### config.mk
export PLATFORM = sky130hd
export DESIGN_NAME = pcm_ctrl
export DESIGN_NICKNAME = d
export VERILOG_FILES = /design/src/sv/pcm_pkg.sv /design/src/sv/pcm_ctrl.sv
export VERILOG_INCLUDE_DIRS = /design/src /design/src/sv
export SDC_FILE = /design/constraint.sdc
export NUM_CORES = 1
export LEC_CHECK = 0
export ABC_CLOCK_PERIOD_IN_PS = 1400
export CAP_MARGIN = 25
export CORE_ASPECT_RATIO = 0.9
export CORE_MARGIN = 3
export CORE_UTILIZATION = 28
export CTS_CLUSTER_SIZE = 10
export DETAILED_ROUTE_END_ITERATION = 7
export DONT_BUFFER_PORTS = 1
export SYNTH_ARGS = -nofsm -noshare
export SYNTH_HDL_FRONTEND = slang
export SYNTH_SLANG_ARGS = --single-unit
### constraint.sdc
create_clock -name clk_i -period 1.4 [get_ports clk_i]
set_clock_uncertainty 0.1 [all_clocks]
set_input_delay 0 -clock clk_i [delete_from_list [all_inputs] [get_ports clk_i]]
set_output_delay 0 -clock clk_i [all_outputs]
set_load 0.1 [all_outputs]
### src/sv/path_corridor_merge_assert.svh
`ifndef PATH_CORRIDOR_MERGE_ASSERT_SVH
`define PATH_CORRIDOR_MERGE_ASSERT_SVH

// Same-cycle implication, sampled on clk_i, off during reset.
`define PCM_ASSERT_NOW(lbl, ante, cons, msg) \
  lbl: assert property (@(posedge clk_i) disable iff (!rst_ni) (ante) |-> (cons)) \
    else $error(msg);

// Next-cycle implication, sampled on clk_i, off during reset.
`define PCM_ASSERT_NEXT(lbl, ante, cons, msg) \
  lbl: assert property (@(posedge clk_i) disable iff (!rst_ni) (ante) |=> (cons)) \
    else $error(msg);

`endif

### src/sv/pcm_pkg.sv
package pcm_pkg;

  localparam int PathDepth = 256;
  localparam int VisDepth  = 16;
  localparam int RefW      = 32;

  localparam int PathAw   = $clog2(PathDepth);
  localparam int PathCntW = $clog2(PathDepth + 1);
  localparam int VisAw    = $clog2(VisDepth);
  localparam int VisCntW  = $clog2(VisDepth + 1);

  localparam int CmdW    = 3;
  localparam int IdxW    = 8;
  localparam int LenW    = 9;
  localparam int StatusW = 2;

  typedef enum logic [CmdW-1:0] {
    CMD_APPEND_PATH = 3'd0,
    CMD_APPEND_VIS  = 3'd1,
    CMD_MERGE       = 3'd2,
    CMD_READ        = 3'd3,
    CMD_CLEAR       = 3'd4
  } pcm_cmd_e;

  typedef enum logic [StatusW-1:0] {
    ST_OK    = 2'd0,
    ST_FULL  = 2'd1,
    ST_RANGE = 2'd2
  } pcm_status_e;

  typedef enum logic [3:0] {
    S_IDLE,
    S_EXEC,
    S_READ,
    S_SRCH_RD,
    S_SRCH_CMP,
    S_PLAN,
    S_SETUP,
    S_MOVE_RD,
    S_MOVE_WR,
    S_FILL,
    S_MERGE_END,
    S_DONE
  } pcm_state_e;

  typedef struct packed {
    logic capture;
    logic exec;
    logic rd_finish;
    logic srch_rd;
    logic srch_cmp;
    logic plan;
    logic setup;
    logic move_rd;
    logic move_wr;
    logic fill;
    logic merge_end;
    logic load_out;
  } pcm_ctl_t;

  typedef struct packed {
    pcm_cmd_e cmd;
    logic     read_ok;
    logic     srch_empty;
    logic     hit;
    logic     srch_last;
    logic     move_needed;
    logic     move_last;
    logic     fill_last;
  } pcm_sts_t;

endpackage

### src/sv/pcm_ctrl.sv
`include "path_corridor_merge_assert.svh"

module pcm_ctrl import pcm_pkg::*; (
  input  logic     clk_i,
  input  logic     rst_ni,
  input  logic     in_valid_i,
  output logic     in_ready_o,
  output logic     out_valid_o,
  input  logic     out_ready_i,
  input  pcm_sts_t sts_i,
  output pcm_ctl_t ctl_o
);

  pcm_state_e state_q, state_d;
  logic       out_valid_q, out_valid_d;
  logic       out_free;

  assign out_free    = !out_valid_q || out_ready_i;
  assign out_valid_o = out_valid_q;

  always_ff @(posedge clk_i or negedge rst_ni) begin
    if (!rst_ni) begin
      state_q     <= S_IDLE;
      out_valid_q <= 1'b0;
    end else begin
      state_q     <= state_d;
      out_valid_q <= out_valid_d;
    end
  end

  always_comb begin
    ctl_o      = '0;
    state_d    = state_q;
    in_ready_o = 1'b0;
    unique case (state_q)
      S_IDLE: begin
        in_ready_o = 1'b1;
        if (in_valid_i) begin
          ctl_o.capture = 1'b1;
          state_d       = S_EXEC;
        end
      end
      S_EXEC: begin
        ctl_o.exec = 1'b1;
        case (sts_i.cmd)
          CMD_READ:  state_d = sts_i.read_ok ? S_READ : S_DONE;
          CMD_MERGE: state_d = sts_i.srch_empty ? S_MERGE_END : S_SRCH_RD;
          default:   state_d = S_DONE;
        endcase
      end
      S_READ: begin
        ctl_o.rd_finish = 1'b1;
        state_d         = S_DONE;
      end
      S_SRCH_RD: begin
        ctl_o.srch_rd = 1'b1;
        state_d       = S_SRCH_CMP;
      end
      S_SRCH_CMP: begin
        ctl_o.srch_cmp = 1'b1;
        if (sts_i.hit) begin
          state_d = S_PLAN;
        end else if (sts_i.srch_last) begin
          state_d = S_MERGE_END;
        end else begin
          state_d = S_SRCH_RD;
        end
      end
      S_PLAN: begin
        ctl_o.plan = 1'b1;
        state_d    = S_SETUP;
      end
      S_SETUP: begin
        ctl_o.setup = 1'b1;
        state_d     = sts_i.move_needed ? S_MOVE_RD : S_FILL;
      end
      S_MOVE_RD: begin
        ctl_o.move_rd = 1'b1;
        state_d       = S_MOVE_WR;
      end
      S_MOVE_WR: begin
        ctl_o.move_wr = 1'b1;
        state_d       = sts_i.move_last ? S_FILL : S_MOVE_RD;
      end
      S_FILL: begin
        ctl_o.fill = 1'b1;
        if (sts_i.fill_last) begin
          state_d = S_MERGE_END;
        end
      end
      S_MERGE_END: begin
        ctl_o.merge_end = 1'b1;
        state_d         = S_DONE;
      end
      S_DONE: begin
        if (out_free) begin
          ctl_o.load_out = 1'b1;
          in_ready_o     = 1'b1;
          if (in_valid_i) begin
            ctl_o.capture = 1'b1;
            state_d       = S_EXEC;
          end else begin
            state_d = S_IDLE;
          end
        end
      end
      default: state_d = S_IDLE;
    endcase
  end

  always_comb begin
    out_valid_d = out_valid_q;
    if (out_valid_q && out_ready_i) begin
      out_valid_d = 1'b0;
    end
    if (ctl_o.load_out) begin
      out_valid_d = 1'b1;
    end
  end

  `PCM_ASSERT_NEXT(a_load_shows, ctl_o.load_out, out_valid_q, "result load not presented")
  `PCM_ASSERT_NEXT(a_cap_exec, ctl_o.capture, state_q == S_EXEC, "captured item not executed")
  `PCM_ASSERT_NOW(a_load_free, ctl_o.load_out, !out_valid_q || out_ready_i,
                  "output register overwritten")

endmodule

# Word level (Yosys, flattened, before mapping)
# Cells that the tools add are included.
classes:
  n_eq_ne: 16
  n_mux: 30
  reduce_logical: 7
ops:
  columns: ["op", "n"]
  rows:
  - ["$pmux 4 s11", 1]
  - ["$mux 4", 9]
  - ["$mux 1", 17]
  - ["$eq 4x3->1 const B", 4]
  - ["$eq 4x4->1 const B", 4]
  - ["$eq 4x2->1 const B", 2]
  - ["$pmux 4 s2", 1]
  - ["$eq 3x2->1 const B", 2]
  - ["$ne 2x2->1 const B", 3]
  - ["$eq 4x1->1 const B", 1]
  - ["$logic_not 4->1", 1]
  - ["$pmux 1 s2", 2]
  - ["$reduce_and 3->1", 1]
  - ["$reduce_bool 2->1", 1]
  - ["$reduce_or 2->1", 1]
  - ["$logic_and 1x1->1", 1]
  - ["$logic_not 1->1", 1]
  - ["$logic_or 1x1->1", 1]
totals:
  regBits: 5
  inputBits: 14
  output_inout_bits: 14

# Longest topological paths before layout
depth:
  ltp_word: 5
  ltp_mapped: 5
  depth_no_buf: 4

# Worst setup path before layout
# Ideal clock, no wire load.
synth_timing:
  path_type: "flip-flop to output port"
  startpoint: "reg out_valid_q, in the netlist out_valid_o"
  endpoint: "out ctl_o[11] (netlist name)"
  arrival_time_ps: 3825
  required_time_ps: 1300
  slack_ps: -2525
  stages_incl_launch_ff: 5
  n_path_buf: 0
  cell_sequence: "dfrtp_1 > nor2b_1 > or3_1 > a21oi_1 > and2_1"
synth_rtl:
  columns: ["element", "line", "rtl"]
  rows:
  - ["start: declaration", "pcm_ctrl.sv:15", "logic out_valid_q, out_valid_d;"]
  - ["start signal: assignment", "pcm_ctrl.sv:27", "out_valid_q <= out_valid_d;"]
  - ["end: declaration", "pcm_ctrl.sv:11", "output pcm_ctl_t ctl_o"]

==> results.toml <==
[worst_hold_path]
min_path_type = "in2reg"
whs_endpoint = "state_q[2]"
worstHoldPathCells = 3
min_from = "sts_i[2]"

[floorplanning]
dieHeight_um = 48.1
core_area_um2 = 1770
std_cell_rows = 14
ios = 28
dieArea_um2 = 2540
start_util = 0.312
fp.dieW_um = 52.8

[grt]
grt_first_pass_wirelength_mm = 3.64
grt_antenna_before_repair = 0
track_usage = 0.205
grt_max_degree = 16
first_global_vias = 784
grt-ovfl-total = 0

[detailed_routing]
viasPerCell = 5.30
wl_mm = 2.22
num_vias = 769
postRouteAntennaNets = 0
drt_first_pass_iters = 4
drc_errors = 0
post_drt_wl_per_cell_um = 15.3
drt-initial-drc-count = 17

[layout]
nFillCells = 121
finalNetCount = 136
regArea_um2 = 131
area_delta_synth_final_pct = 138
multi_input_area_um2 = 544
diodes = 0
layout-drive-gt1-share = 0.587
post_layout_nonfiller_instances = 145

[timing]
tightest_slew_ns = 0.332
drv_slew = 0
setup_ws_ns = -0.374
rsz0062_at_grt = "yes"
finalHoldViolations = 0
setup_violations = 17
relSlewSlack = 0.779
timing.final.crit_share = 1.27
max_freq_mhz = 564
min_period_ns = 1.77

[critical_path]
reg2reg_from = "state_q[1]"
critPathCaptureType = "output pin"
critical_path_class = "reg2out"
arrival_ns = 1.67
critPathLaunchType = "register"
required_ns = 1.30
reg2reg_slack_ns = -0.19
critPathMaxFanout = 3
crit_chain = "nor2b_4 -> or3_4 -> a21oi_4 -> and2_4"
slowest_delay_ns = 0.47
r2r-end = "state_q[1]"
cp_slowest_cell = "dfrtp_4"
reg2reg_depth = 5

[clock_network]
cts_tree = "done"
clk_path_buf_depth = 2
cts_max_level = 1
root_buffer = "clkbuf_4"
clkSinkCount = 5
clk_pin_slew_ns = 0.05
numCtsBuffers = 3
insertion_delay_ns = 0.26

[status]
outcome = "finished, violations left"
violations = "negative setup slack"

[flow_run]
maxCapViolations = 0

[logic_synthesis]
syn_avg_cell_area_um2 = 7.26
yosysWarnings = 0
synth-seq-area-share = 0.227
syn_inst = 76
syn_nets = 90
synth_cell_type_count = 33
syn_area_um2 = 552
synth_seq_cells = 5

[placed_design]
io_buffers = 0
dp.cells = 127
dp_hpwl_mm = 1.46
gp_congestion = 0.832
sequential cells by signal, indices dropped and copies added (netlist names):
name         cells
out_valid_o      1
state_q          4
cells in the final DEF (no fill, tap or decap), types with 2 or more instances in the layout:
cell type      count
a21oi_1            3
buf_6             12
o22ai_1            4
buf_12            11
dfrtp_1            2
inv_1              4
nor2_4             5
dfrtp_2            2
clkbuf_4           3
nor3_4             4
nor2_1             4
o21ai_0            2
nand2_1            5
nand2b_1           2
dlygate4sd3_1      7
buf_4             17
nand3_1            2
nand2b_4           4
kinds of logic after synthesis:
| kind of cell | after synthesis | synth area share |
|---|---|---|
| compound gates | 21 | 0.283 |
| xor+xnor | 1 | 0.0159 |
| buf+inv | 11 | 0.102 |
| flops | 5 | 0.227 |
| mux | 1 | 0.0181 |
| simple gates | 37 | 0.354 |
worst max path at each step:
stage	from	to	slack, ns
2_1_floorplan	out_valid_o	ctl_o[11]	-0.87
3_3_place_gp	out_valid_o	ctl_o[11]	-0.08
3_5_place_dp	state_q[3]	state_q[1]	-0.14
4_1_cts	out_valid_o	ctl_o[11]	-0.38
5_1_grt	out_valid_o	ctl_o[11]	-0.43
6_report	out_valid_o	ctl_o[11]	-0.37
through the flow:
stage | worst slack (ns) | utilization | hold WS, ns | setup TNS, ns | cell area, µm²
3_3_place_gp | -0.0789 | 0.605 | -0.395 | -0.283 | 1070
4_1_cts | -0.377 | 0.741 | 0.0134 | -2.42 | 1310
6_report | -0.374 | 0.743 | 0.0215 | -2.55 | 1320
2_1_floorplan | -0.873 | - | -0.396 | -4.33 | 736
5_1_grt | -0.431 | 0.743 | 0.0279 | -3.46 | 1320
3_5_place_dp | -0.139 | 0.605 | -0.395 | -0.440 | 1070
cells in the mapped netlist:
cell type   n  area [µm²]
o221a_1     1        11.3
nor3b_1     1        7.51
o21ai_0     2        10.0
o32a_1      1        10.0
nor2b_1     1        6.26
buf_2       3        15.0
xor2_1      1        8.76
o22ai_1     4        25.0
nand2b_1    6        37.5
buf_4       3        22.5
clkbuf_1    1        3.75
nor3_1      5        25.0
a2bb2oi_1   2        17.5
and2_1      1        6.26
nor2_1     10        37.5
o32ai_2     1        16.3
dfrtp_1     5         125
nand2_1     6        22.5
a211oi_1    1        7.51
inv_1       4        15.0
a22oi_1     1        7.51
or2_0       1        6.26
nand3_1     2        10.0
or3_1       1        6.26
a221o_1     1        10.0
o21ai_1     1        5.00
a21oi_1     4        20.0
o21a_1      1        7.51
mux2i_1     1        10.0
nand3b_1    1        7.51
nor4b_2     1        15.0
o41ai_1     1        8.76
and2b_1     1        7.51
cell type report:
type,count,share of cell area
multi-input combinational,60,0.414
sequential,5,0.0999
tap,24,0.0228
clock buffer,4,0.0200
timing repair buffer,48,0.432
inverter,4,0.0114
what timing repair did:
| action | 4_1_cts | 5_1_grt |
|---|---|---|
| hold buffers | 7 | 0 |
| buffers inserted | 7 | 0 |
| endpoints found under the setup margin | 16 | 17 |
| endpoints found under the hold margin | 9 | 0 |
| pin swaps | 12 | 2 |
| gates resized for setup | 24 | 1 |
metal layers:
layer | track usage | vias to the layer above | wire length, µm
met5 | 0 | - | 0
met4 | 0.107 | 0 | 60
met3 | 0.0795 | 7 | 163
met2 | 0.339 | 39 | 1050
met1 | 0.235 | 362 | 950
li1 | - | 361 | -
worst max-delay path: cells and delay by family (launching register included):
family          cells  cell delay [ns]
simple gates        3             0.81
compound gates      1             0.13
flops               1             0.47
Power is left out: the tool's default activity adds up to more than one toggle a clock period on the data nets, which glitch-free logic cannot reach.
